## config.mk

```make
export PLATFORM = sky130hd
export DESIGN_NAME = rlp_ctrl
export DESIGN_NICKNAME = d
export VERILOG_FILES = /design/src/rtl/rlp_pkg.sv /design/src/rtl/rlp_ctrl.sv
export SDC_FILE = /design/constraint.sdc
export NUM_CORES = 1
export LEC_CHECK = 0
export BUFFER_PORTS_ARGS = -buffer_cell sky130_fd_sc_hd__buf_4
export CORE_AREA = 5 5 42 44
export CTS_CLUSTER_DIAMETER = 150
export CTS_CLUSTER_SIZE = 16
export DETAILED_ROUTE_END_ITERATION = 16
export DIE_AREA = 0 0 47 49
export GPL_TIMING_DRIVEN = 0
export SKIP_CTS_REPAIR_TIMING = 1
export SLEW_MARGIN = 20
export SYNTH_ARGS = -nofsm -noshare
export SYNTH_HDL_FRONTEND = slang
export SYNTH_SLANG_ARGS = --single-unit
```

## constraint.sdc

```tcl
create_clock -name clock -period 2.9 [get_ports clock]
set_input_delay 0.145 -clock clock [delete_from_list [all_inputs] [get_ports clock]]
set_output_delay 0.145 -clock clock [all_outputs]
set_load 0.05 [all_outputs]
```

## src/rtl/rlp_pkg.sv

```systemverilog
package rlp_pkg;

   localparam int ADDR_BITS    = 16;
   localparam int MEM_DEPTH    = 1 << ADDR_BITS;
   localparam int REF_ENTRIES  = 22;
   localparam int REF_IDX_BITS = $clog2(REF_ENTRIES);
   // wide enough for base + offset carry at any address width
   localparam int WIDE_W       = (ADDR_BITS > 17) ? ADDR_BITS : 17;

   localparam int CMD_W   = 3;
   localparam int OFS_W   = 16;
   localparam int BYTE_W  = 8;
   localparam int NIB_W   = 3;
   localparam int REFI_W  = 8;
   localparam int VAL_W   = 16;
   localparam int ACC_W   = 32;

   localparam logic [CMD_W-1:0] CMD_START  = 3'd0;
   localparam logic [CMD_W-1:0] CMD_SETREF = 3'd1;
   localparam logic [CMD_W-1:0] CMD_WRITE  = 3'd2;
   localparam logic [CMD_W-1:0] CMD_MODIFY = 3'd3;
   localparam logic [CMD_W-1:0] CMD_READ   = 3'd4;

   localparam logic STATUS_OK      = 1'b0;
   localparam logic STATUS_BAD_REF = 1'b1;

   typedef logic [ADDR_BITS-1:0] addr_type;

   // controller -> datapath
   typedef struct packed {
      logic       accept;
      logic       rd_en;
      logic       calc;
      logic       wr_en;
      logic [1:0] byte_idx;
      logic       out_load;
   } ctrl_cmd_type;

   // datapath -> controller
   typedef struct packed {
      logic       patch_go;
      logic [1:0] last_byte;
   } dp_stat_type;

   // low nib nibbles set
   function automatic logic [ACC_W-1:0] nib_mask(input logic [NIB_W-1:0] nib);
      logic [ACC_W-1:0] m;
      begin
         case (nib)
            3'd1:    m = 32'h0000_000F;
            3'd2:    m = 32'h0000_00FF;
            3'd3:    m = 32'h0000_0FFF;
            3'd4:    m = 32'h0000_FFFF;
            3'd5:    m = 32'h000F_FFFF;
            3'd6:    m = 32'h00FF_FFFF;
            3'd7:    m = 32'h0FFF_FFFF;
            default: m = 32'h0000_0000;
         endcase
         return m;
      end
   endfunction

endpackage

```

## src/rtl/rlp_ctrl.sv

```systemverilog
module rlp_ctrl import rlp_pkg::*; (
   input  logic         clock,
   input  logic         reset,
   input  logic         req_valid,
   output logic         req_ready,
   output logic         rsp_valid,
   input  logic         rsp_ready,
   input  dp_stat_type  stat,
   output ctrl_cmd_type ctrl
);

   localparam logic [2:0] S_IDLE = 3'd0;
   localparam logic [2:0] S_RD   = 3'd1;
   localparam logic [2:0] S_WAIT = 3'd2;
   localparam logic [2:0] S_CALC = 3'd3;
   localparam logic [2:0] S_WR   = 3'd4;
   localparam logic [2:0] S_FIN  = 3'd5;

   logic [2:0] state_ff, state_in;
   logic [1:0] cnt_ff, cnt_in;
   logic       rsp_valid_ff, rsp_valid_in;
   logic       out_free;
   logic       accept;

   assign out_free  = !rsp_valid_ff || rsp_ready;
   assign req_ready = (state_ff == S_IDLE) || ((state_ff == S_FIN) && out_free);
   assign accept    = req_valid && req_ready;
   assign rsp_valid = rsp_valid_ff;

   always_comb begin
      state_in      = state_ff;
      cnt_in        = cnt_ff;
      ctrl.accept   = accept;
      ctrl.rd_en    = 1'b0;
      ctrl.calc     = 1'b0;
      ctrl.wr_en    = 1'b0;
      ctrl.byte_idx = cnt_ff;
      ctrl.out_load = 1'b0;
      case (state_ff)
         S_IDLE: begin
            if (accept) begin
               state_in = stat.patch_go ? S_RD : S_FIN;
               cnt_in   = '0;
            end
         end
         S_RD: begin
            ctrl.rd_en = 1'b1;
            if (cnt_ff == stat.last_byte) begin
               state_in = S_WAIT;
               cnt_in   = '0;
            end else begin
               cnt_in = cnt_ff + 2'd1;
            end
         end
         S_WAIT: begin
            // last byte lands in the accumulator here
            state_in = S_CALC;
         end
         S_CALC: begin
            ctrl.calc = 1'b1;
            state_in  = S_WR;
         end
         S_WR: begin
            ctrl.wr_en = 1'b1;
            if (cnt_ff == stat.last_byte) begin
               state_in = S_FIN;
               cnt_in   = '0;
            end else begin
               cnt_in = cnt_ff + 2'd1;
            end
         end
         S_FIN: begin
            if (out_free) begin
               ctrl.out_load = 1'b1;
               if (accept) begin
                  state_in = stat.patch_go ? S_RD : S_FIN;
                  cnt_in   = '0;
               end else begin
                  state_in = S_IDLE;
               end
            end
         end
         default: begin
            state_in = S_IDLE;
         end
      endcase
   end

   always_comb begin
      rsp_valid_in = rsp_valid_ff;
      if (ctrl.out_load) begin
         rsp_valid_in = 1'b1;
      end else if (rsp_ready) begin
         rsp_valid_in = 1'b0;
      end
   end

   always_ff @(posedge clock) begin
      if (reset) begin
         state_ff     <= S_IDLE;
         cnt_ff       <= '0;
         rsp_valid_ff <= 1'b0;
      end else begin
         state_ff     <= state_in;
         cnt_ff       <= cnt_in;
         rsp_valid_ff <= rsp_valid_in;
      end
   end

`ifndef ASSERT_OFF
   a_no_overwrite: assert property (@(posedge clock) disable iff (reset)
      ctrl.out_load |-> (!rsp_valid_ff || rsp_ready))
      else $error("pending result overwritten");

   a_rd_progress: assert property (@(posedge clock) disable iff (reset)
      (state_ff == S_RD) |=> (state_ff == S_RD || state_ff == S_WAIT))
      else $error("read loop left early");

   a_wr_done: assert property (@(posedge clock) disable iff (reset)
      (state_ff == S_WR && cnt_ff == stat.last_byte) |=> (state_ff == S_FIN))
      else $error("write loop did not finish");

   a_simple_cmd: assert property (@(posedge clock) disable iff (reset)
      (accept && !stat.patch_go) |=> (state_ff == S_FIN))
      else $error("single-cycle word not finished");
`endif

endmodule

```

==> results.toml, run 1 <==
[yosys]
ys.flop_type = "dfxtp_1"
synthCells = 58
synth_edf_count = 0
synth_area_sq_um = 456.7
syn_nets = 65
ys_seq_area_frac = 0.2630
synth_seq_cells = 6
synthArstFlopShare = 0
syn_avg_cell_area_sq_um = 7.874
ys.warnings.count = 0
netlist-cell-type-count = 26

[timing]
fmax_mhz = 529.4
fin_crit_ps = 1889
tns_ps = 0
hold_viol = 0
finalSetupViolCount = 0
skew_ps = 2.375
tightest_slew_ps = 441.0
min_period_over_period = 0.6514
drv_slew = 0
timing.slew.headroom = 0.7060
rsz0062_at_grt = "no"
fin_ws_ps = 1011

[global_route]
grt.overflow.total = 0
grtUsageTotal = 0.1188
grt_max_degree = 11
antenna_found_initial = 0
grt_pass1_vias = 458
grt_pass1_wl_mm = 1.987

[clocking]
clk_latency_ps = 250
cts_buffer_depth = 2
clkTransAtPathRegs_ps = 40
cts_buffers = 3
root_buffer = "clkbuf_4"
clkSinkCount = 6
cts_tree = "yes"
htreeDepth = 1

[worst_hold_path]
hold_class = "in -> reg"
min_delay_path_depth = 2
whs_endpoint = "rsp_valid$_SDFFE_PP0P_"
min_from = "reset"

[floorplanning]
die-area_sq_mm = 0.002303
pin_count = 16
coreArea_sq_mm = 0.001401
rows = 14
start_util = 0.3259
fp.dieW_microns = 47
die_y_microns = 49

[power]
p_clk_frac = 0.103
combPwrFrac = 0.711
p_seq_frac = 0.186
ir_drop_mv = 0.6683
power_density_mw_per_mm2 = 1235
netSwitchingFraction = 0.5313
total_leakage_power_nw = 0.2563
switchingPower_uw = 401.4
p_int_uw = 354.1

[route]
first_pass_iters = 4
drt_iter0_drc = 9
route.detailed.drc = 0
viasPerCell = 5.272
vias = 485
ant_nets = 0
totalWireLength_mm = 1.180
wl_per_cell_microns = 12.83

[layout]
mostFrequentLayoutCells = "buf_4 (17), a21oi_1 (7), nor2_1 (6), dfxtp_1 (6), nand2b_1 (4)"
drive_above_1_share = 0.3684
area_growth_pct = 33.97
antennaDiodeCount = 0
fillers = 165
layout.nets = 85
layout_commonest_cell = "buf_4"

[critical_path]
crit_type = "reg -> out"
critPathMaxStageDelay_ps = 340
worstPathArrival_ps = 1740
crit_buf_inv = 3
r2r_slack_ps = 1450
cp_data_required_time_ps = 2760
cp-end-kind = "primary output"
timing.rr.end = "state_ff[2]$_SDFFE_PP0P_"
crit_family = "simple AND/OR/NAND/NOR gates"
critPathMaxFanout = 10
reg2reg_depth = 4
r2r-start = "cnt_ff[1]$_SDFFE_PP0P_"
start_kind = "flip-flop"
cpMaxStageDelayCell = "dfxtp_1"
cpMostUsedCell = "buf_4"
cp_cell_sequence = "buf_2 -> or2_2 -> a21oi_1 -> and2_1 -> buf_4 -> buf_4"

[place]
post-place-ws_ps = 1305
routabilityCongestion = 0.7317
dp_hpwl_microns = 875
io_buffer_count = 15

[flow_run]
drv_cap = 0

[outcome]
status = "finished, final reports clean"
==> registers in the layout (all words and copies together), names as in the netlist <==
register,cells
cnt_ff,2
rsp_valid,1
state_ff,3
==> area by class of cell <==
| type | instances | area, sq um | share of cell area |
|---|---|---|---|
| repair buffers | 15 | 112.6 | 0.1840 |
| clock buffers | 3 | 22.52 | 0.03681 |
| well taps | 16 | 20.02 | 0.03272 |
| inverters | 2 | 7.507 | 0.01227 |
| flip-flops and latches | 6 | 120.1 | 0.1963 |
| plain buffers | 6 | 32.53 | 0.05317 |
| multi-input cells | 44 | 296.5 | 0.4847 |
==> layer usage <==
metal	up-vias	wire length, microns	global-route usage
li1	246	-	-
met1	216	524	0.1441
met2	18	543	0.1697
met3	5	71	0.03690
met4	0	40	0.08295
met5	-	0	0
==> power by group through the flow <==
stage          clock network (mW)  registers [mW]  logic, mW
6_report                   0.0781           0.140      0.537
5_1_grt                    0.0884           0.144      0.580
4_1_cts                    0.0811           0.140      0.540
3_5_place_dp                    0           0.141      0.537
3_3_place_gp                    0           0.139      0.532
2_1_floorplan                   0           0.168      0.384
==> worst register-to-register path, delay by kind of cell, from the launching register on <==
family / cells / cell delay [ps]
AOI/OAI and AO/OA: 2 / 570
DFF: 1 / 330
xor gates and xnor gates: 1 / 310
and+or+nand+nor: 1 / 150
==> through the flow <==
stage / utilization / hold slack, ps / area (sq um) / power [mW] / std cells
2_1_floorplan: - / 214.1 / 456.7 / 0.5513 / 58
3_3_place_gp: 0.4205 / 369.6 / 589.3 / 0.6716 / 89
3_5_place_dp: 0.4205 / 368.1 / 589.3 / 0.6780 / 89
4_1_cts: 0.4366 / 106.6 / 611.8 / 0.7610 / 92
5_1_grt: 0.4366 / 113.1 / 611.8 / 0.8124 / 92
6_report: 0.4366 / 108.3 / 611.8 / 0.7555 / 92
==> logic make-up after synthesis <==
logic type | Yosys count | share of synthesized area
flops | 6 | 0.2630
xor+xnor | 4 | 0.09317
simple gates | 22 | 0.2740
buf+inv | 8 | 0.08767
compound gates | 18 | 0.2822
==> synthesized netlist by cell type, drive strengths merged (2+ instances only) <==
| cell type | instances | area (sq um) |
|---|---|---|
| a211oi | 3 | 27.52 |
| a21oi | 7 | 35.03 |
| a311oi | 2 | 17.52 |
| buf | 4 | 25.02 |
| clkbuf | 2 | 7.510 |
| dfxtp | 6 | 120.1 |
| inv | 2 | 7.510 |
| nand2b | 4 | 25.02 |
| nand3 | 2 | 10.01 |
| nor2 | 6 | 22.52 |
| nor2b | 2 | 12.51 |
| o32ai | 2 | 17.52 |
| or2 | 3 | 18.77 |
| xnor2 | 4 | 42.55 |
==> how the worst max path moves through the flow <==
stage / startpoint / to / cells after the start
floorplan: rsp_valid$_SDFFE_PP0P_ / ctrl[6] / 6
detailed placement: state_ff[2]$_SDFFE_PP0P_ / ctrl[0] / 6
CTS: state_ff[0]$_SDFFE_PP0P_ / ctrl[6] / 6
global route: state_ff[2]$_SDFFE_PP0P_ / ctrl[0] / 6
global placement: state_ff[2]$_SDFFE_PP0P_ / ctrl[0] / 6
finish: state_ff[0]$_SDFFE_PP0P_ / ctrl[6] / 6
Power figures use the tool's default switching activity.
==> inputs of run 2 (changes only) <==
--- a/config.mk
+++ b/config.mk
@@ -5,6 +5,7 @@
 export SDC_FILE = /design/constraint.sdc
 export NUM_CORES = 1
 export LEC_CHECK = 0
+export ABC_AREA = 1
 export BUFFER_PORTS_ARGS = -buffer_cell sky130_fd_sc_hd__buf_4
 export CORE_AREA = 5 5 42 44
 export CTS_CLUSTER_DIAMETER = 150
==> constraint.sdc (replaced) <==
create_clock -name clock -period 1.6 [get_ports clock]
set_input_delay 0.08 -clock clock [delete_from_list [all_inputs] [get_ports clock]]
set_output_delay 0.08 -clock clock [all_outputs]
set_load 0.05 [all_outputs]
==> run 2 against run 1 <==
Against the previous run: die area stayed put; highest routed layer is now met3; combinational power rose by 67%; clock skew increased by 4.8 ps; synthesized area down 12%; non-clock buffer count is 4 lower; clock-buffer cell count did not move; critical path type unchanged.
==> results.toml, run 2 <==
[outcome]
status = "finished, final reports clean"

[layout]
layout.nets = 89
area_growth_pct = 44.27
largest_reg_flops = 3
design_area_sq_um = 583.1
drive_above_1_share = 0.4500
largest_register = "state_ff"
final_cells = 96
layout_commonest_cell = "buf_4"
mostFrequentLayoutCells = "buf_4 (16), nand2_1 (12), inv_1 (9), nand2_2 (6)"
antennaDiodeCount = 0

[place]
io_buffer_count = 15
routabilityCongestion = 0.7413
place_area_sq_um = 548.0
place_inst = 93
post-place-ws_ps = 258.1
dp_hpwl_microns = 731.1

[timing]
fin_crit_ps = 1485
min_period_over_period = 0.9279
timing.slew.headroom = 0.8571
fmax_mhz = 673.6
rsz0062_at_grt = "no"
drv_slew = 0
fin_ws_ps = 115.4
tightest_slew_ps = 214.0
hold_viol = 0
skew_ps = 7.127
tns_ps = 0
finalSetupViolCount = 0
hold-worst-slack_ps = 48.92

[yosys]
synth_mux_area_frac = 0
ys.flop_type = "dfxtp_1"
synth_seq_cells = 6
synthTopCellsByArea = "dfxtp_1 (30%), nand2_1 (13%), inv_1 (8.4%), nand2_2 (6.2%), nand3_1 (6.2%)"
yosysMostFrequentCell = "nand2_1"
ys.warnings.count = 0
synth_xor_area_frac = 0.06502
synth_edf_count = 0
netlist-cell-type-count = 18
synth_top_area_frac = 0.2972
synth_area_leader_cell = "dfxtp_1"
synth_area_sq_um = 404.1
syn_avg_cell_area_sq_um = 6.518
synth_top_family_by_area = "simple AND/OR/NAND/NOR gates"
synthArstFlopShare = 0
ys_seq_area_frac = 0.2972
synth.top_cells.by_count = "nand2_1 (14), inv_1 (9), dfxtp_1 (6), nand3_1 (5)"
synth_fa_ha_area_frac = 0
synth_compound_area_frac = 0.1022
synthCells = 62
syn_nets = 69
yosys.area_share.simple = 0.3870

[floorplanning]
rows = 14
die_y_microns = 49
start_util = 0.2884
pin_count = 16
die-area_sq_mm = 0.002303
fp.dieW_microns = 47
coreArea_sq_mm = 0.001401

[global_route]
grt_pass1_wl_mm = 1.483
grt.overflow.total = 0
grt_pass1_vias = 364
grtUsageTotal = 0.08545
antenna_found_initial = 0
grt_max_degree = 7

[power]
power_density_mw_per_mm2 = 2218
ir_drop_mv = 0.9657
total_leakage_power_nw = 0.3131

[clocking]
cts_buffer_depth = 2
cts_tree = "yes"
clk_latency_ps = 240
clkSinkCount = 6
cts_buffers = 3
root_buffer = "clkbuf_4"
htreeDepth = 1
clkTransAtPathRegs_ps = 50

[critical_path]
cp_data_required_time_ps = 1520
crit_type = "reg -> out"
start_kind = "flip-flop"
critPathMaxFanout = 4
worstPathArrival_ps = 1400
cp-end-kind = "primary output"

[route]
viasPerCell = 4.396
vias = 422
ant_nets = 0
drt_iter0_drc = 5
totalWireLength_microns = 882
first_pass_iters = 4
wl_per_cell_microns = 9.188
route.detailed.drc = 0

[worst_hold_path]
hold_class = "in -> reg"

[flow_run]
drv_cap = 0
-- run 2: cell types whose count changed after synthesis, sizes merged, moves of 3 or more --
cell	delta
nand2	+17
nand2b	-4
inv	+10
nand3	+3
-- run 2: power breakdown --
group          switching (mW)  total [mW]  internal (mW)  leakage [nW]
Sequential             0.0649       0.263          0.198        0.0493
Clock                  0.0486       0.133         0.0844        0.0138
Combinational           0.592       0.897          0.305         0.250
-- run 2: cell type report --
type,count,area (sq um)
buffer,2,15.01
timing repair buffer,15,116.4
tap,16,20.02
sequential,6,121.4
clock buffer,3,22.52
inverter,12,45.04
fill,155,818.3
multi-input combinational,42,242.7
-- run 2: logic make-up after synthesis --
| logic type | count (synthesis) |
|---|---|
| AND/OR/NAND/NOR | 32 |
| buffers and inverters | 14 |
| AO/OA/AOI/OAI | 7 |
| flip-flops | 6 |
| XOR/XNOR | 3 |
-- run 2: metrics by stage --
step	utilization	total power, mW
after floorplan	-	0.9363
after global placement	0.3911	1.134
after detailed placement	0.3911	1.138
after CTS	0.4071	1.278
after global routing	0.4161	1.400
final	0.4161	1.293
-- run 2: final timing paths --
| check | start | endpoint | slack, ps | cells past startpoint |
|---|---|---|---|---|
| setup / recovery | state_ff[0]$_SDFFE_PP0P_ | ctrl[6] | 120 | 8 |
| setup reg to reg | state_ff[0]$_SDFFE_PP0P_ | cnt_ff[0]$_SDFFE_PP0P_ | 390 | 7 |
| hold / removal | reset | state_ff[0]$_SDFFE_PP0P_ | 50 | 2 |
| hold reg to reg | state_ff[0]$_SDFFE_PP0P_ | state_ff[0]$_SDFFE_PP0P_ | 500 | 2 |
-- run 2: worst max-delay path, cell delays in order (launching register included) --
cell and delay, ps:
dfxtp_2 370, inv_2 60, nor2_4 100, nand2_2 100, o21ai_4 140, nand2_1 100, inv_1 60, buf_4 100
buf_6 140
-- run 2: metal layers --
metal / part of all wire / GRT usage
met1: 0.45 / 0.1197
met2: 0.50 / 0.1154
met3: 0.043 / 0.05904
met4: 0 / 0
met5: 0 / 0
